===== config.mk =====
export PLATFORM = sky130hd
export DESIGN_NAME = skt_cell
export DESIGN_NICKNAME = d
export VERILOG_FILES = /design/src/sv/skt_pkg.sv /design/src/sv/skt_cell.sv
export SDC_FILE = /design/constraint.sdc
export NUM_CORES = 1
export LEC_CHECK = 0
export BUFFER_PORTS_ARGS = -buffer_cell sky130_fd_sc_hd__buf_2
export CAP_MARGIN = 20
export CORE_AREA = 4 4 117 119
export CTS_BUF_LIST = sky130_fd_sc_hd__clkbuf_8
export DETAILED_ROUTE_END_ITERATION = 8
export DIE_AREA = 0 0 121 123
export PLACE_DENSITY = 0.77
export SYNTH_ARGS = -nofsm -noshare
export SYNTH_HDL_FRONTEND = slang
export SYNTH_SLANG_ARGS = --single-unit

===== constraint.sdc =====
create_clock -name clock -period 4.44 [get_ports clock]
set_input_delay 0 -clock clock [delete_from_list [all_inputs] [get_ports clock]]
set_output_delay 0 -clock clock [all_outputs]
set_load 0.05 [all_outputs]

===== src/sv/skt_pkg.sv =====
// ----------------------------------------------------------------------------
// skt_pkg: shared types and constants of the sorted key table
// Field widths, request codes, register map and the entry and control
// structs that pass between the top level and the cell chain.
// ----------------------------------------------------------------------------
`default_nettype none

package skt_pkg;

   // table depth default
   localparam int CAPACITY_DEFAULT = 64;

   // field widths
   localparam int REQ_W    = 2;
   localparam int KEY_W    = 64;
   localparam int LEVEL_W  = 2;
   localparam int GAMES_W  = 5;
   localparam int POS_W    = 7;
   localparam int ADDR_W   = 3;
   localparam int DATA_W   = 32;

   // request codes
   localparam logic [REQ_W-1:0] REQ_LOOKUP = 2'd0;
   localparam logic [REQ_W-1:0] REQ_INSERT = 2'd1;
   localparam logic [REQ_W-1:0] REQ_MATCH  = 2'd2;

   // register map (register index, taken from paddr[2])
   localparam logic REG_MAX_GAMES = 1'b0;
   localparam logic [GAMES_W-1:0] MAX_GAMES_RESET = 5'd10;

   // sequencer states
   typedef enum logic [1:0] {
      ST_IDLE,
      ST_COMPARE,
      ST_RESOLVE
   } skt_state_type;

   // one table entry
   typedef struct packed {
      logic [KEY_W-1:0]   key;
      logic [LEVEL_W-1:0] level;
      logic               waiting;
      logic [GAMES_W-1:0] games;
   } skt_entry_type;

   // request fields broadcast to every cell
   typedef struct packed {
      logic [KEY_W-1:0]   key;
      logic [LEVEL_W-1:0] level;
      logic [POS_W-1:0]   exclude_pos;
      logic [GAMES_W-1:0] max_games;
   } skt_query_type;

   // per-cycle commands to the cells
   typedef struct packed {
      logic cmp_en;
      logic ins_en;
   } skt_ctrl_type;

endpackage

`default_nettype wire


===== src/sv/skt_cell.sv =====
// ----------------------------------------------------------------------------
// skt_cell: one slot of the sorted key table
// Holds one entry, compares it against the broadcast request and, on an
// insert, keeps its entry, takes the new one or takes its lower neighbor's.
// ----------------------------------------------------------------------------
`default_nettype none

module skt_cell #(
   parameter int INDEX   = 0,
   parameter int CNT_W   = 7
) (
   input  wire logic                    clock,
   input  wire skt_pkg::skt_ctrl_type   ctrl,
   input  wire skt_pkg::skt_query_type  query,
   input  wire logic [CNT_W-1:0]        entry_count,
   input  wire skt_pkg::skt_entry_type  new_entry,
   input  wire skt_pkg::skt_entry_type  prev_entry,
   input  wire logic                    prev_less,
   output skt_pkg::skt_entry_type       entry,
   output logic                         less,
   output logic                         equal,
   output logic                         qualify
);

   localparam int CMP_W = (CNT_W > skt_pkg::POS_W) ? CNT_W : skt_pkg::POS_W;

   skt_pkg::skt_entry_type entry_ff;
   logic less_ff;
   logic equal_ff;
   logic qualify_ff;
   logic occupied;
   logic less_in;
   logic equal_in;
   logic qualify_in;

   // compare the stored entry against the request
   always_comb begin
      occupied   = CNT_W'(INDEX) < entry_count;
      less_in    = occupied && (entry_ff.key < query.key);
      equal_in   = occupied && (entry_ff.key == query.key);
      qualify_in = occupied
                   && (CMP_W'(INDEX) != CMP_W'(query.exclude_pos))
                   && (entry_ff.games < query.max_games)
                   && (entry_ff.level == query.level)
                   && entry_ff.waiting;
   end

   // latch compare flags for the resolve cycle
   always_ff @(posedge clock) begin
      if (ctrl.cmp_en) begin
         less_ff    <= less_in;
         equal_ff   <= equal_in;
         qualify_ff <= qualify_in;
      end
   end

   // shift on insert: keep if below the slot, load new at the slot, else move up
   always_ff @(posedge clock) begin
      if (ctrl.ins_en && !less_ff) begin
         if (prev_less) begin
            entry_ff <= new_entry;
         end else begin
            entry_ff <= prev_entry;
         end
      end
   end

   assign entry   = entry_ff;
   assign less    = less_ff;
   assign equal   = equal_ff;
   assign qualify = qualify_ff;

endmodule

`default_nettype wire


## Yosys cells after proc, flatten, opt, wreduce, memory -nomap -nowiden

Cells that the tools add are included.

- Reduce and logical (&&, ||, !) cells: 9
- Order comparisons: 3
- Multiplexer cells: 1
- Equality and inequality tests: 2

Operators with widths:

| kind | number |
|---|---|
| $mux 72 | 1 |
| $eq 64x64->1 | 1 |
| $lt 64x64->1 | 1 |
| $logic_and 1x1->1 | 7 |
| $lt 1x7->1 const A | 1 |
| $reduce_bool 7->1 | 1 |
| $lt 5x5->1 | 1 |
| $eq 2x2->1 | 1 |
| $logic_not 1->1 | 1 |

- Logic and storage cells: 22
- Register bits: 75
- Input bits: 233
- Output and inout port bits: 75

## Depth between registers and ports, before layout

Gate-level depths: netlist (run 1).

- Depth in word-level cells: 5
- Gate-level depth with buffers: 8
- Mapped depth without buffers: 8

## Least setup slack after synthesis (run 1)

Ideal clock, no wire load.

- Path type: register to register
- Start point: register less_ff (netlist: less)
- End point: register entry_ff (netlist bit entry[0]), enable pin
- Stages on the path, launching flop included: 2
- Clock period less this slack: 4.366 ns
- Path slack: 0.074 ns
- Arrival time: 3.857 ns
- Path through: edfxtp_1 -> nor2b_1

- Cells in the longest elaborated chain, start to end: 2

Ends and longest elaborated chain:

| element | RTL line | RTL |
|---|---|---|
| start: declaration | skt_cell.sv:28 | `logic less_ff;` |
| start signal: assignment | skt_cell.sv:51 | `less_ff <= less_in;` |
| $logic_not 1->1 | skt_cell.sv:59 | `if (ctrl.ins_en && !less_ff) begin` |
| $logic_and 1x1->1 | skt_cell.sv:59 |  |
| end signal: assignment | skt_cell.sv:61 | `entry_ff <= new_entry;` |
| end signal: assignment | skt_cell.sv:63 | `entry_ff <= prev_entry;` |
| end: declaration | skt_cell.sv:27 | `skt_pkg::skt_entry_type entry_ff;` |

Every way passes these cells.
A chain may end at the register's enable or synchronous reset.

## Worst setup path in the final report (run 1)

- Start point: register entry_ff (netlist bit entry[45])
- End point: register less_ff (netlist: less), data pin

- Cells in the longest elaborated chain, start to end: 2

Ends and longest elaborated chain:

| element | RTL line | RTL |
|---|---|---|
| $lt 64x64->1 | skt_cell.sv:39 | `less_in = occupied && (entry_ff.key < query.key);` |
| $logic_and 1x1->1 | skt_cell.sv:39 |  |
| named net less_in | skt_cell.sv:32 | `logic less_in;` |

The timed path passes the listed nets, and every way through them passes these cells.

==> flow_summary.toml, run 1 <==
[status]
status = "complete, no violations"

[synth]
syn_avg_cell_area_um2 = 12.1
synth_seq_cells = 75
netlist_area_mm2 = 0.00486
ys_types = 35
synth.area.top_cells = "edfxtp_1 (46%), ha_1 (17%), mux2_2 (17%), inv_1 (5.3%), a21oi_1 (2.5%)"
yosysMostFrequentCell = "edfxtp_1"
yosys-top-cells-count = "edfxtp_1 (75), mux2_2 (72), inv_1 (69), ha_1 (68), a21oi_1 (24)"
synth_top_area_cell = "edfxtp_1"
ys_seq_area_share_pct = 46.3
ys.flop_type = "edfxtp_1"
syn_inst = 402
post-synth-top-area-fraction_pct = 46.3
synth_edf_count = 75
synthArstFlopShare_pct = 0
synth_nets = 703
yosysWarnings = 0

[sta]
hold_ws_ns = 0.170
final.setup_skew_ns = 0.00710
rsz0062_at_grt = "false"
period_share_pct = 53.5
maxSlewViolCount = 0
hold_violations = 0
slew_headroom_pct = 36.2
period_minus_slack_ns = 2.38
tns_ns = 0
setup_viol = 0
tightestPinTransition_ns = 0.957
fmax_mhz = 421

[floorplanning]
design.portCount = 308
rows = 41
core_mm2 = 0.0126
start_util_pct = 38.7
die_h_um = 123
fp.dieW_um = 121
dieArea_mm2 = 0.0149

[clock_tree]
clk_path_buf_depth = 2
numClockSinks = 75
clockRootBuffer = "clkbuf_8"
cts.clk_slew.worst_paths_ns = 0.07
cts-resized-gates = 0
cts_tree = "built"
holdBufCountCts = 145
cts_buffers = 9
cts-htree-levels = 3
postCtsSetupBuffers = 0
clkLatencyLatePin_ns = 0.35

[power_and_ir_drop]
power_mw = 1.92
p_per_area_mw_per_mm2 = 234
irDropWorstVdd_v = 0.000156
p_leak_nw = 4.00

[setup_path]
worstPathCellList = "ha_1 > nand4_1 > nor4_1 > nand3_1 > o32ai_2 > nor3_1"
cp_slowest_cell = "nor4_1"
worst-path-stages = 6
cp_num_buf_inv = 0
slowest_delay_ns = 0.54
crit_path_max_fanout = 3
critPathArrivalTime_ns = 2.48
worstPathRequired_ns = 4.54
worst-setup-path-type = "reg2reg"
critPathTopFamily = "simple AND/OR/NAND/NOR gates"
crit_path_end_kind = "flop"
start_kind = "flop"
r2r_cells = 6

[placed_design]
post_dp_cell_area_mm2 = 0.00661
dp_hpwl_um = 11600
place.gp.congestion = 0.777
port_buffers = 307
place_inst = 875

[flow_run]
drv_cap = 0

[drt]
vias = 4999
ant_nets = 0
drt_iter0_drc = 159
wire_per_inst_um = 17.3
viasPerCell = 4.83
drc = 0
finalWirelength_um = 17900
drtPass1Iterations = 4

[global_routing]
grt_pass1_vias = 5658
grt.overflow.total = 0
grt_first_pass_wirelength_um = 26900
antenna_found_initial = 1
grt_max_degree = 73
grt_usage_pct = 23.5

[worst_hold_path]
hold_path.class = "in2reg"
holdPathStages = 4

[finish]
fin_cells = 1034
area.growth.synth_to_final_pct = 68.6
finalNetCount = 1160
drive_gt1_share_pct = 45.5
fin_area_mm2 = 0.00820
==> layer usage <==
layer  up-vias  global-route usage [%]  part of all wire, %
met5         -                       0                    0
met4         0                    11.8                  3.8
met3        49                    6.86                  8.7
met2       257                    46.3                   53
met1      2300                    21.8                   34
li1       2393                       -                    -
==> cells by family after synthesis <==
family	synth area share [%]
mux	16.7
fa+ha+maj	17.5
xor+xnor	0.360
compound gates	6.64
simple gates	6.61
flops	46.3
buf+inv	5.94
==> sequential cells by signal, summed over array words and instances (netlist names) <==
register,cells
equal,1
less,1
entry,72
qualify,1
==> stage by stage <==
stage,util [%],worst slack [ns]
2_1_floorplan,-,0.0736
3_3_place_gp,52.6,2.00
3_5_place_dp,52.6,2.03
4_1_cts,65.2,2.03
5_1_grt,65.3,1.98
6_report,65.3,2.06
==> final cells by class <==
class,count,area [um^2]
multi-input combinational,250,2330
clock buffer,9,124
tap,172,215
fill,897,4370
inverter,69,259
clock inverter,4,15.0
timing repair buffer,454,3000
antenna,1,2.50
sequential,75,2250
==> cells in the final DEF, fill, tap and decap left out, types with 2 or more instances in the layout <==
cell           synthesis  routed
inv_1                 69      72
and2_1                 2       2
buf_2                  0     307
nand3_1               14      14
a21o_1                 6       6
buf_4                  0       2
xnor2_1                2       2
o31ai_1                2       2
or4_1                  3       3
edfxtp_1              75      75
o22ai_1                2       2
o21a_1                 2       2
nand4_1               12      12
ha_1                  68      68
nor2b_1                3       2
a21boi_0               2       2
clkbuf_8               0       9
a211oi_1               4       4
nor4_1                 3       3
a21oi_1               24      24
dlygate4sd3_1          0     145
nand2b_1               2       2
o21ai_0                2       2
nand2_1                8       8
nor2_1                 5       5
mux2_2                72      72
nor3_1                 2       2
==> final timing paths <==
check,start,endpoint,slack (ns)
setup / recovery,entry[45]$_DFFE_PP_,less$_DFFE_PP_,2.06
hold reg to reg,entry[5]$_DFFE_PP_,qualify$_DFFE_PP_,0.76
hold / removal,query[13],qualify$_DFFE_PP_,0.17
setup reg to reg,entry[45]$_DFFE_PP_,less$_DFFE_PP_,2.06
==> tightest hold or removal path, cell delays in order <==
cell and delay [ns]:
buf_2 0.09, xnor2_1 0.06, nand4b_1 0.11, a2111oi_0 0.08
==> where the power goes <==
part           internal [mW]  switching, mW  total [mW]
logic                  0.309          0.326       0.635
clock network          0.186          0.242       0.428
registers              0.833         0.0212       0.854
No activity file was read; power rests on OpenSTA's default activity.
==> run 2, diff against run 1 <==
ABC_AREA = 1   (was default)
CORE_AREA = default   (was 4 4 117 119)
CORE_MARGIN = 4   (was default)
CORE_UTILIZATION = 41   (was default)
DIE_AREA = default   (was 0 0 121 123)
PLACE_DENSITY = 0.83   (was 0.77)
clock period = 2.1 ns   (was 4.44 ns; I/O delays follow)
==> flow_summary.toml, run 2 <==
[synth]
ys_seq_area_share_pct = 43.8
synth_top_area_cell = "edfxtp_1"
synth-compound-area-share_pct = 4.23
synth.area.top_cells = "edfxtp_1 (44%), ha_1 (17%), mux2_1 (15%), inv_1 (6.9%), nand2_1 (5.1%)"
synth_seq_cells = 75
post-synth-top-area-fraction_pct = 43.8
synthAdderAreaFrac_pct = 16.5
synth_top_family_by_area = "adder cells"
synthArstFlopShare_pct = 0
yosysWarnings = 0
synth-simple-area-share_pct = 11.1
yosys-top-cells-count = "inv_1 (94), edfxtp_1 (75), mux2_1 (70), nand2_1 (70), ha_1 (68)"
ys.flop_type = "edfxtp_1"
syn_avg_cell_area_um2 = 10.6
muxShareOfSynthArea_pct = 15.8
synth_edf_count = 75
ys_types = 27
synth_xor_area_share_pct = 0.170
syn_inst = 486
synth_nets = 787
netlist_area_mm2 = 0.00515
yosysMostFrequentCell = "inv_1"

[setup_path]
crit_path_max_fanout = 2
critPathArrivalTime_ns = 1.90
cp_num_buf_inv = 0
worstPathRequired_ns = 2.21
start_kind = "flop"
crit_path_end_kind = "flop"
worstPathCellList = "ha_1 > nand2_2 > nor2_4 > nand2_2 > nor2_4 > nand2_2 > nor2_2 > nand2_1 > nand3_1 > nor2_1"
worst-setup-path-type = "reg2reg"
critPathTopFamily = "simple AND/OR/NAND/NOR gates"
cpMostUsedCell = "nand2_2"
cp_slowest_cell = "edfxtp_1"
slowest_delay_ns = 0.40

[global_routing]
grt_pass1_vias = 5898
grt_first_pass_wirelength_um = 28400
grt_usage_pct = 25.1
grt_max_degree = 73
grt.overflow.total = 0
antenna_found_initial = 0

[clock_tree]
cts_tree = "built"
holdBufCountCts = 145
cts.clk_slew.worst_paths_ns = 0.08
clockRootBuffer = "clkbuf_8"
postCtsSetupBuffers = 0
numClockSinks = 75
clkLatencyLatePin_ns = 0.36
clk_path_buf_depth = 2
cts-resized-gates = 0
cts-htree-levels = 3
cts_buffers = 9

[flow_run]
drv_cap = 0

[finish]
layout_commonest_cell = "buf_2"
drive_gt1_share_pct = 36.4
n_antenna_cell = 0
largest_reg_flops = 72
finalNetCount = 1244
area.growth.synth_to_final_pct = 65.5
layout_common_cells = "buf_2 (306), dlygate4sd3_1 (145), inv_1 (94)"
nFillCells = 825

[power_and_ir_drop]
power_mw = 4.40
switchingPower_mw = 1.34
pwr-share-seq_pct = 41.1
intPower_mw = 3.06
p_leak_nw = 4.29
switching_share_pct = 30.4
irDropWorstVdd_v = 0.000582
p_per_area_mw_per_mm2 = 516
clkPwrFrac_pct = 27.5
combPwrFrac_pct = 31.4

[floorplanning]
start_util_pct = 42.3
fp.dieW_um = 120
core_mm2 = 0.0122
dieArea_mm2 = 0.0144
die_h_um = 120
rows = 40
design.portCount = 308

[sta]
rsz0062_at_grt = "false"
tightestPinTransition_ns = 0.435
maxSlewViolCount = 0
tns_ns = 0
final.setup_skew_ns = 0.00756
period_share_pct = 85.4
setup_viol = 0
period_minus_slack_ns = 1.79
hold_violations = 0
slew_headroom_pct = 71.0
fmax_mhz = 558

[drt]
wire_per_inst_um = 16.4
ant_nets = 0
vias = 5355
finalWirelength_um = 18300
drt_iter0_drc = 198
drtPass1Iterations = 4
viasPerCell = 4.80
drc = 0

[placed_design]
port_buffers = 307
place.gp.congestion = 0.803
dp_hpwl_um = 11900

[status]
status = "complete, no violations"

[worst_hold_path]
hold_path.class = "in2reg"
run 2: logic make-up after synthesis:
family          after synthesis
xor+xnor                      1
simple gates                127
mux                          72
buf+inv                     102
fa+ha+maj                    68
flops                        75
compound gates               41
run 2: power groups by stage:
| stage | registers, mW | clock network, mW | logic [mW] |
|---|---|---|---|
| after floorplan | 2.11 | 0 | 0.412 |
| final | 1.81 | 1.21 | 1.38 |
| after global routing | 1.81 | 1.31 | 1.50 |
| after global placement | 1.83 | 0 | 1.06 |
| after CTS | 1.80 | 1.23 | 1.34 |
| after detailed placement | 1.84 | 0 | 1.09 |
run 2: layer usage:
| metal | part of all wire [%] | wire [um] | track usage, % | vias to the layer above |
|---|---|---|---|---|
| li1 | - | - | - | 2558 |
| met1 | 35 | 6410 | 24.6 | 2484 |
| met2 | 54 | 9830 | 48.3 | 247 |
| met3 | 7.0 | 1280 | 6.41 | 66 |
| met4 | 4.4 | 804 | 12.3 | 0 |
| met5 | 0 | 0 | 0 | - |
run 2: final cells by class:
type | count | area [um^2] | area share (%)
clock buffer | 9 | 124 | 1.45
clock inverter | 7 | 82.6 | 0.969
inverter | 94 | 353 | 4.14
multi-input combinational | 309 | 2470 | 29.0
sequential | 75 | 2250 | 26.4
tap | 168 | 210 | 2.47
timing repair buffer | 454 | 3030 | 35.6
run 2: per-stage QoR:
step	setup slack, ns	hold WS, ns	std cells	utilization, %	instance area (um^2)
2_1_floorplan	-0.0829	0.112	486	-	5150
3_3_place_gp	0.348	0.283	955	56.4	6860
3_5_place_dp	0.273	0.285	955	56.4	6860
4_1_cts	0.260	0.177	1116	70.0	8520
5_1_grt	0.152	0.214	1116	70.0	8520
6_report	0.307	0.195	1116	70.0	8520
run 2: final timing paths:
path | startpoint | to | slack, ns | cells after the start
worst max-delay path | entry[63]$_DFFE_PP_ | less$_DFFE_PP_ | 0.31 | 10
worst min-delay path | query[12] | qualify$_DFFE_PP_ | 0.19 | 5
worst max register to register | entry[63]$_DFFE_PP_ | less$_DFFE_PP_ | 0.31 | 10
worst min register to register | entry[5]$_DFFE_PP_ | qualify$_DFFE_PP_ | 0.72 | 2
run 2: worst register-to-register path, cell delays in order (launching register included):
cell      delay [ns]
edfxtp_1        0.40
ha_1            0.33
nand2_2         0.09
nor2_4          0.13
nand2_2         0.07
nor2_4          0.13
nand2_2         0.08
nor2_2          0.13
nand2_1         0.08
nand3_1         0.08
nor2_1          0.04
