--- config.mk ---
export PLATFORM = sky130hd
export DESIGN_NAME = skt_pick
export DESIGN_NICKNAME = d
export VERILOG_FILES = /design/src/sv/skt_pick.sv
export SDC_FILE = /design/constraint.sdc
export NUM_CORES = 1
export LEC_CHECK = 0
export BUFFER_PORTS_ARGS = -buffer_cell sky130_fd_sc_hd__buf_4
export CAP_MARGIN = 10
export CELL_PAD_IN_SITES_DETAIL_PLACEMENT = 0
export CELL_PAD_IN_SITES_GLOBAL_PLACEMENT = 1
export CORE_ASPECT_RATIO = 0.75
export CORE_MARGIN = 2
export CORE_UTILIZATION = 33
export DETAILED_ROUTE_END_ITERATION = 6
export MAX_ROUTING_LAYER = met4
export PLACE_DENSITY_LB_ADDON = 0.1
export SYNTH_ARGS = -nofsm -noshare
export SYNTH_HDL_FRONTEND = slang
export SYNTH_SLANG_ARGS = --single-unit
--- constraint.sdc ---
create_clock -name vclk -period 7.37
set_input_delay 1.1055 -clock vclk [all_inputs]
set_output_delay 1.1055 -clock vclk [all_outputs]
set_load 0.05 [all_outputs]
--- src/sv/skt_pick.sv ---
// ----------------------------------------------------------------------------
// skt_pick: lowest set bit finder
// Isolates the lowest set bit of a flag vector and encodes its position.
// ----------------------------------------------------------------------------
`default_nettype none

module skt_pick #(
   parameter int N     = 65,
   parameter int IDX_W = 7
) (
   input  wire logic [N-1:0]     flags,
   output logic                  any,
   output logic [IDX_W-1:0]      index
);

   logic [N-1:0] low_hot;

   // isolate the lowest set bit, then OR its position together
   always_comb begin
      low_hot = flags & (~flags + N'(1));
      index   = '0;
      for (int i = 0; i < N; i++) begin
         if (low_hot[i]) begin
            index = index | IDX_W'(i);
         end
      end
   end

   assign any = |flags;

endmodule

`default_nettype wire

# Word-level counts from Yosys, hierarchy flattened
# Index checks and enable logic that the tools add are counted.
[classes]
add_sub_neg = 1
muxes = 64
bitwise_logic = 2
reduce_logical = 1
[op_table]
columns = ["cell", "count"]
rows = [
  ["6-bit 2-to-1 mux", 32],
  ["5-bit 2-to-1 mux", 16],
  ["65-bit by 1-bit adder with 65-bit output, second input constant", 1],
  ["65-bit bitwise AND", 1],
  ["65-bit inverter", 1],
  ["65-bit OR reduction", 1],
  ["4-bit 2-to-1 mux", 8],
  ["3-bit 2-to-1 mux", 4],
  ["7-bit 2-to-1 mux", 1],
  ["2-bit 2-to-1 mux", 2],
  ["1-bit 2-to-1 mux", 1],
]
[totals]
register_bits = 0
input_bits = 65
output_inout_bits = 8
wordCells = 68

# Longest topological paths before layout
# Gate-level depths: netlist (run 1).
[logic_depth]
depth_word = 67
ltp_mapped = 9
mapped_depth_nobuf = 7

# Worst setup path before layout (run 1)
# Ideal clock, no wire load.
[synth_path]
path_type = "input -> output"
start = "input flags[48]"
end = "output index[1]"
t_arrival_ns = 3.206
required_ns = 6.265
path_slack_ns = 3.058
cell_stages = 8
cell_sequence = "or4_4 buf_6 or4_4 nor4_2 o21ai_1 o2111ai_2 nor4_1 nand4_1"
[synth_via]
elab_chain_len = 18
[synth_rtl]
columns = ["item", "line", "text"]
rows = [
  ["start, declared", "11", "input wire logic [N-1:0] flags,"],
  ["65-bit inverter *", "20", "low_hot = flags & (~flags + N'(1));"],
  ["65-bit by 1-bit adder with 65-bit output *", "20", ""],
  ["65-bit bitwise AND *", "20", ""],
  ["6-bit 2-to-1 mux (13 in series)", "23", "if (low_hot[i]) begin"],
  ["6-bit 2-to-1 mux *", "23", ""],
  ["7-bit 2-to-1 mux *", "23", ""],
  ["end, declared", "13", "output logic [IDX_W-1:0] index"],
]
# Mark *: on every way between the ends. The rest lies on a longest branch, timed or not.

# Final worst setup path (run 1)
[layout_path]
start = "input flags[47]"
end = "output index[2]"
[layout_via]
elab_chain_len = 21
[layout_rtl]
columns = ["item", "line"]
rows = [
  ["65-bit inverter", "20"],
  ["65-bit by 1-bit adder with 65-bit output", "20"],
  ["65-bit bitwise AND *", "20"],
  ["6-bit 2-to-1 mux (16 in series)", "23"],
  ["6-bit 2-to-1 mux *", "23"],
  ["7-bit 2-to-1 mux *", "23"],
]
# Marked as above.

==> results of run 1 <==
worst max path at each step:
stage | endpoint | slack (ns) | depth (start not counted)
floorplan | index[1] | 3.06 | 8
global placement | index[5] | 2.81 | 10
detailed placement | index[2] | 2.80 | 9
CTS | index[2] | 2.80 | 9
global route | index[2] | 2.63 | 9
finish | index[2] | 2.81 | 9
power groups by stage:
stage / Clock, mW / Combinational [mW] / Sequential (mW)
floorplan: 0 / 0.0255 / 0
global placement: 0 / 0.0721 / 0
detailed placement: 0 / 0.0716 / 0
CTS: 0 / 0.0718 / 0
global route: 0 / 0.0791 / 0
finish: 0 / 0.0727 / 0
per-layer routing:
metal / up-vias / global-route usage (%)
met2: 94 / 37.5
met4: 0 / 0.493
li1: 1081 / -
met5: - / -
met1: 978 / 40.8
met3: 4 / 3.32
cells by family after synthesis:
family	count (synthesis)
buf+inv	22
simple gates	161
compound gates	54
cells in the final DEF, fill, tap and decap left out, drive strengths merged, types with 2 or more instances in the layout:
master,instances
or4b,2
nand4,14
nand3b,2
o41ai,2
o21bai,2
buf,74
o2111ai,2
a31oi,7
nand2b,4
a311oi,2
nor3b,6
or3,9
a21oi,11
o21ai,11
inv,16
nor2,34
a32o,2
or4,4
nor4b,2
nor2b,3
and3,4
or2,2
nand3,11
a211oi,3
nand2,16
nor3,23
nor4,19
and4,2
tightest hold or removal path, stage by stage:
cell and delay [ns]:
sky130_fd_sc_hd__buf_4 0.08, sky130_fd_sc_hd__nand3b_1 0.09, sky130_fd_sc_hd__buf_4 0.19
per-stage QoR:
step | instance area, µm² | hold WS [ns] | setup slack, ns
6_report | 1990 | 2.57 | 2.81
5_1_grt | 1990 | 2.60 | 2.63
4_1_cts | 1990 | 2.58 | 2.80
3_5_place_dp | 1990 | 2.58 | 2.80
3_3_place_gp | 1990 | 2.57 | 2.81
2_1_floorplan | 1390 | 2.51 | 3.06
final cells by class:
class / count / area, µm² / share of cell area, %
Timing Repair Buffer: 74 / 556 / 28.0
Inverter: 16 / 60.1 / 3.02
Tap cell: 55 / 68.8 / 3.46
Multi-Input combinational cell: 215 / 1300 / 65.6
==> run summary, run 1 <==
OUTCOME
--------------------------------------------------------------------------------
Run status ........................................................ complete, no violations

STA
--------------------------------------------------------------------------------
Final max-slew violation count ....................................            0
Ratio of final minimum period to clock period .....................        61.9%
F_max .............................................................      219 MHz
Endpoints failing setup ...........................................            0
Clock period minus final worst setup slack ........................      4.56 ns
Final Hold Violating Endpoints ....................................            0
Rel. slew slack ...................................................        52.2%
Setup repair after global routing missed its margin ...............           no
Final TNS setup ...................................................         0 ns
Slew at the pin with the worst max-slew slack .....................     0.714 ns

POWER AND IR DROP
--------------------------------------------------------------------------------
Portion of total power attributed to the clock network ............           0%
IR Drop Worst-Case VDD ............................................    0.0225 mV
Switching power of the nets .......................................    0.0382 mW
Standby leakage power .............................................     0.798 nW
Power consumption .................................................    0.0727 mW
Combinational power share .........................................       100.0%
Switch share ......................................................        52.5%
Int Pwr ...........................................................    0.0346 mW
Share of power burned in registers ................................           0%
Power density over the cells ......................................  36.6 nW/µm²

LOGIC SYNTHESIS
--------------------------------------------------------------------------------
Complex-gate fraction of the synthesized area .....................        26.5%
Sequential fraction of the synthesis area .........................           0%
Largest family of logic cells by synthesized area ................. simple AND/OR/NAND/NOR gates
Dominant cells by area after synthesis ............................ sky130_fd_sc_hd__nor2_1, sky130_fd_sc_hd__nor3_1, sky130_fd_sc_hd__nor4_1
Simple-gate share of the synthesized area .........................        67.0%
Proportion of synthesized area in mux cells .......................           0%
Biggest area consumer among synthesized cells ..................... sky130_fd_sc_hd__nor2_1
Leading cell types by count after synthesis ....................... sky130_fd_sc_hd__nor2_1, sky130_fd_sc_hd__nor3_1, sky130_fd_sc_hd__inv_1, sky130_fd_sc_hd__nand2_1, sky130_fd_sc_hd__nor4_1
Fraction of the mapped netlist area in adder cells ................           0%
Number of nets in the synthesized netlist .........................          302
Synthesized netlist cell count ....................................          237
Most frequent cell after synthesis ................................ sky130_fd_sc_hd__nor2_1
Post-synthesis instance area ......................................     1390 µm²
Count of warnings emitted by yosys ................................            0
Average size of a mapped cell .....................................     5.88 µm²
Share of the synthesized area in the top cell type ................        9.16%
XOR/XNOR Fraction of Synth Area ...................................           0%
Count of unique library cells instantiated by Yosys ...............           53

FINAL LAYOUT
--------------------------------------------------------------------------------
# fillers .........................................................          451
Sequential cell area ..............................................        0 µm²
Share of layout cells above drive strength 1 ......................        28.9%
Final cell utilization of the core ................................        49.0%
Antenna cell count ................................................            0
Number of non-filler instances in the completed layout ............          360
CLK BUF ...........................................................            0
Area growth from synthesis to final layout ........................        42.5%
Final sequential cell count .......................................            0
Total number of nets in the final design ..........................          372

FLOORPLANNING
--------------------------------------------------------------------------------
Standard-cell rows ................................................           20
X dimension of the die ............................................      79.0 µm
Die outline height ................................................      60.3 µm
Die ar. ...........................................................     4770 µm²
Standard cell core area ...........................................     4050 µm²
Initial cell density of the core ..................................        34.4%
Number of top-level pins ..........................................           73

SETUP PATH
--------------------------------------------------------------------------------
Buffers & Inverters on Critical Path ..............................            2
Critical Path Max Stage Delay .....................................      0.58 ns
Worst path required time ..........................................      6.26 ns
Cell Chain, Critical Path ......................................... buf_4 > or4_4 > nand2b_1 > nor4b_1 > a221oi_1 > nor3b_1 > nor3_1 > nand4_1 > buf_4
CP endpoint kind ..................................................  output port
Worst Setup SP ....................................................    flags[47]
Kind of start point of the critical path .......................... primary input
Crit path DAT .....................................................      3.46 ns
Max FO, Critical Path .............................................            5
Slowest cell on the critical path ................................. sky130_fd_sc_hd__or4_4
Most used cell along the critical path ............................ sky130_fd_sc_hd__buf_4
Type of the worst setup path ...................................... primary input to output port
Gate family responsible for the most delay along the worst path ... simple AND/OR/NAND/NOR gates

PLACEMENT
--------------------------------------------------------------------------------
Total of buffers placed on input and output ports .................           73
Global placer's final weighted congestion .........................        0.975
Half-perimeter wire length of the detailed placement result .......      5380 µm
Post-placement cell count .........................................          360

GLOBAL ROUTE
--------------------------------------------------------------------------------
Largest net degree at the start of global routing .................           12
Number of antenna violations at the first check in global routing .            0
Overall Global Routing Usage ......................................        26.2%
Wire length of the first global-routing pass ......................      9600 µm
Via count of the first global-routing pass ........................         1920
Total congestion overflow after global routing ....................            0

RUN
--------------------------------------------------------------------------------
Maximum capacitance violations ....................................            0

CLOCKING
--------------------------------------------------------------------------------
CTS-repair resized insts ..........................................            0
Post-cts hold buffer count ........................................            0
Setup bufs post-CTS ...............................................            0

DETAILED ROUTING
--------------------------------------------------------------------------------
Number of iterations in the first detailed-routing pass ...........            5
Routed wire length on met3 ........................................       601 µm
Number of DRC violations after detailed-routing iteration 0 .......          149
DRT antenna net count .............................................            0
Met2 layer wire length in the routed design .......................      2460 µm
Top routing layer in use ..........................................         met4
DRT met1 WL .......................................................      3060 µm
Total number of vias ..............................................         2157
Wirelength, routed ................................................      6140 µm
Drt drc ...........................................................            0
Per-cell routed wire length .......................................      17.1 µm
Vias per Instance .................................................         5.99

MIN PATH
--------------------------------------------------------------------------------
Path type of the worst min-delay path ............................. primary input to output port
Hold Crit Start ...................................................    flags[64]
Hold path endpoint ................................................          any
Hold Path Cell Cnt ................................................            3

Note: power is estimated with default switching activity, not from simulation.
==> run 2: changes to the inputs <==
Settings changed: ABC_AREA set to 1, CORE_UTILIZATION 33 to 34.
Clock period 7.37 ns to 4.5 ns, I/O delays scaled along.
==> run 2 against run 1 <==
  * Non-clock buffer count down 1
  * First-iteration DRC count rose to 2.8 times the previous value
  * Sequential share of layout area unchanged
  * Count of clock-buffer cells in the layout unchanged
  * Setup slack worse by 1.4 ns
  * Power up 100%
  * Core utilization down 5.2 points
  * Combinational power up 100%
  * Synthesized cell count up 140%
  * Sequential cell count unchanged
  * Cell count up 100%
  * Worst hold slack worse by 0.87 ns
  * Critical path type unchanged
==> run summary, run 2 <==
OUTCOME
--------------------------------------------------------------------------------
Run status ........................................................ complete, no violations

POWER AND IR DROP
--------------------------------------------------------------------------------
Int Pwr ...........................................................    0.0580 mW
Portion of total power attributed to the clock network ............           0%
Switch share ......................................................        60.4%
Power density over the cells ......................................  46.2 nW/µm²
IR Drop Worst-Case VDD ............................................    0.0242 mV
Switching power of the nets .......................................    0.0884 mW
Combinational power share .........................................       100.0%
Power consumption .................................................     0.146 mW
Standby leakage power .............................................      1.76 nW
Share of power burned in registers ................................           0%

FINAL LAYOUT
--------------------------------------------------------------------------------
Final cell utilization of the core ................................        43.8%
Top library cells by usage in the layout, fill and taps aside ..... sky130_fd_sc_hd__nand2_1, sky130_fd_sc_hd__nor2_1, sky130_fd_sc_hd__buf_4
Sequential cell area ..............................................        0 µm²
Share of layout cells above drive strength 1 ......................        18.5%
Final sequential cell count .......................................            0
Most common cell after layout, fill and taps aside ................ sky130_fd_sc_hd__nand2_1
CLK BUF ...........................................................            0
Number of non-filler instances in the completed layout ............          733
Antenna cell count ................................................            0
Total number of nets in the final design ..........................          699
Area growth from synthesis to final layout ........................        27.0%

FLOORPLANNING
--------------------------------------------------------------------------------
Number of top-level pins ..........................................           73
Die outline height ................................................      78.2 µm
X dimension of the die ............................................       103 µm
Standard cell core area ...........................................     7230 µm²
Standard-cell rows ................................................           27
Initial cell density of the core ..................................        34.5%
Die ar. ...........................................................     8050 µm²

STA
--------------------------------------------------------------------------------
Rel. slew slack ...................................................        67.6%
Final Hold Violating Endpoints ....................................            0
F_max .............................................................      318 MHz
Ratio of final minimum period to clock period .....................        69.8%
Slew at the pin with the worst max-slew slack .....................     0.485 ns
Clock period minus final worst setup slack ........................      3.14 ns
Endpoints failing setup ...........................................            0
Final TNS setup ...................................................         0 ns
Setup repair after global routing missed its margin ...............           no
Fin worst setup slack .............................................      1.36 ns
Final max-slew violation count ....................................            0

CLOCKING
--------------------------------------------------------------------------------
CTS-repair resized insts ..........................................            0
Post-cts hold buffer count ........................................            0
Setup bufs post-CTS ...............................................            0

GLOBAL ROUTE
--------------------------------------------------------------------------------
Wire length of the first global-routing pass ......................     17500 µm
Via count of the first global-routing pass ........................         3314
Overall Global Routing Usage ......................................        29.1%
Number of antenna violations at the first check in global routing .            0
Largest net degree at the start of global routing .................            9
Total congestion overflow after global routing ....................            0

LOGIC SYNTHESIS
--------------------------------------------------------------------------------
Share of the synthesized area in the top cell type ................        26.8%
Count of unique library cells instantiated by Yosys ...............           23
Most frequent cell after synthesis ................................ sky130_fd_sc_hd__nand2_1
Count of warnings emitted by yosys ................................            0
Average size of a mapped cell .....................................     4.46 µm²
Biggest area consumer among synthesized cells ..................... sky130_fd_sc_hd__nand2_1
Dominant cells by area after synthesis ............................ sky130_fd_sc_hd__nand2_1, sky130_fd_sc_hd__nor2_1, sky130_fd_sc_hd__nand3_1
Synthesized netlist cell count ....................................          559
Leading cell types by count after synthesis ....................... sky130_fd_sc_hd__nand2_1, sky130_fd_sc_hd__nor2_1, sky130_fd_sc_hd__inv_1, sky130_fd_sc_hd__nand3_1, sky130_fd_sc_hd__nor3_1
Post-synthesis instance area ......................................     2490 µm²
Number of nets in the synthesized netlist .........................          624
Sequential fraction of the synthesis area .........................           0%

DETAILED ROUTING
--------------------------------------------------------------------------------
Number of DRC violations after detailed-routing iteration 0 .......          411
Total number of vias ..............................................         3775
Number of iterations in the first detailed-routing pass ...........            5
Drt drc ...........................................................            0
Wirelength, routed ................................................     11600 µm
DRT antenna net count .............................................            0
Vias per Instance .................................................         5.15
Per-cell routed wire length .......................................      15.8 µm

SETUP PATH
--------------------------------------------------------------------------------
Worst path required time ..........................................      3.83 ns
CP endpoint kind ..................................................  output port
Crit path DAT .....................................................      2.46 ns
Max FO, Critical Path .............................................            4
Type of the worst setup path ...................................... primary input to output port
Kind of start point of the critical path .......................... primary input

PLACEMENT
--------------------------------------------------------------------------------
Setup Slack @ Placement ...........................................      1.38 ns
Global placer's final weighted congestion .........................         1.06
Total of buffers placed on input and output ports .................           73
Post-placement cell count .........................................          733
Half-perimeter wire length of the detailed placement result .......     10400 µm

MIN PATH
--------------------------------------------------------------------------------
Path type of the worst min-delay path ............................. primary input to output port

RUN
--------------------------------------------------------------------------------
Maximum capacitance violations ....................................            0

## run 2: changes by cell type after synthesis, sizes merged, moves of 6 or more
cell / change
nand3: +60
nand2: +169
or3: -9
inv: +61
nor2: +134
nor4: -18
a31oi: -7
a21oi: -6
## run 2: final cells by class
class | count | area [µm²]
Timing Repair Buffer | 73 | 548
Tap cell | 101 | 126
Inverter | 77 | 289
Multi-Input combinational cell | 482 | 2210
Fill cell | 893 | 4060
## run 2: layer usage
layer	global-route usage, %	part of all wire (%)	vias up	routed length [µm]
met4	0.658	0.20	0	23
met2	36.9	37	179	4330
met5	-	0	-	0
met1	47.4	50	1692	5830
li1	-	-	1900	-
met3	7.12	12	4	1410
## run 2: power by group through the flow
stage | Clock (mW) | Sequential (mW) | Combinational (mW)
2_1_floorplan | 0 | 0 | 0.0582
3_3_place_gp | 0 | 0 | 0.143
3_5_place_dp | 0 | 0 | 0.143
4_1_cts | 0 | 0 | 0.143
5_1_grt | 0 | 0 | 0.160
6_report | 0 | 0 | 0.146
## run 2: worst paths after layout
| path | depth (start not counted) | endpoint | slack [ns] | startpoint |
|---|---|---|---|---|
| setup / recovery | 13 | index[1] | 1.36 | flags[27] |
| hold / removal | 4 | any | 1.70 | flags[64] |
## run 2: critical path, cell delays in order
cell	delay, ns
sky130_fd_sc_hd__buf_4	0.12
sky130_fd_sc_hd__nor2_1	0.19
sky130_fd_sc_hd__nand2_1	0.10
sky130_fd_sc_hd__nor2_1	0.29
sky130_fd_sc_hd__nand2_1	0.16
sky130_fd_sc_hd__nor2_4	0.20
sky130_fd_sc_hd__nand3_1	0.11
sky130_fd_sc_hd__nand2_1	0.13
sky130_fd_sc_hd__inv_2	0.07
sky130_fd_sc_hd__nand3_2	0.08
sky130_fd_sc_hd__nor2_1	0.06
sky130_fd_sc_hd__nand2_1	0.08
sky130_fd_sc_hd__buf_4	0.20
## run 2: metrics by stage
| stage | instance area (µm²) | hold slack (ns) |
|---|---|---|
| 2_1_floorplan | 2490 | 1.60 |
| 3_3_place_gp | 3170 | 1.70 |
| 3_5_place_dp | 3170 | 1.70 |
| 4_1_cts | 3170 | 1.70 |
| 5_1_grt | 3170 | 1.75 |
| 6_report | 3170 | 1.70 |
## run 2: cells by family after synthesis
kind of cell / Yosys count / share of synthesized area, %
AOI/OAI and AO/OA: 12 / 2.41
and+or+nand+nor: 470 / 86.0
buffers and inverters: 77 / 11.6
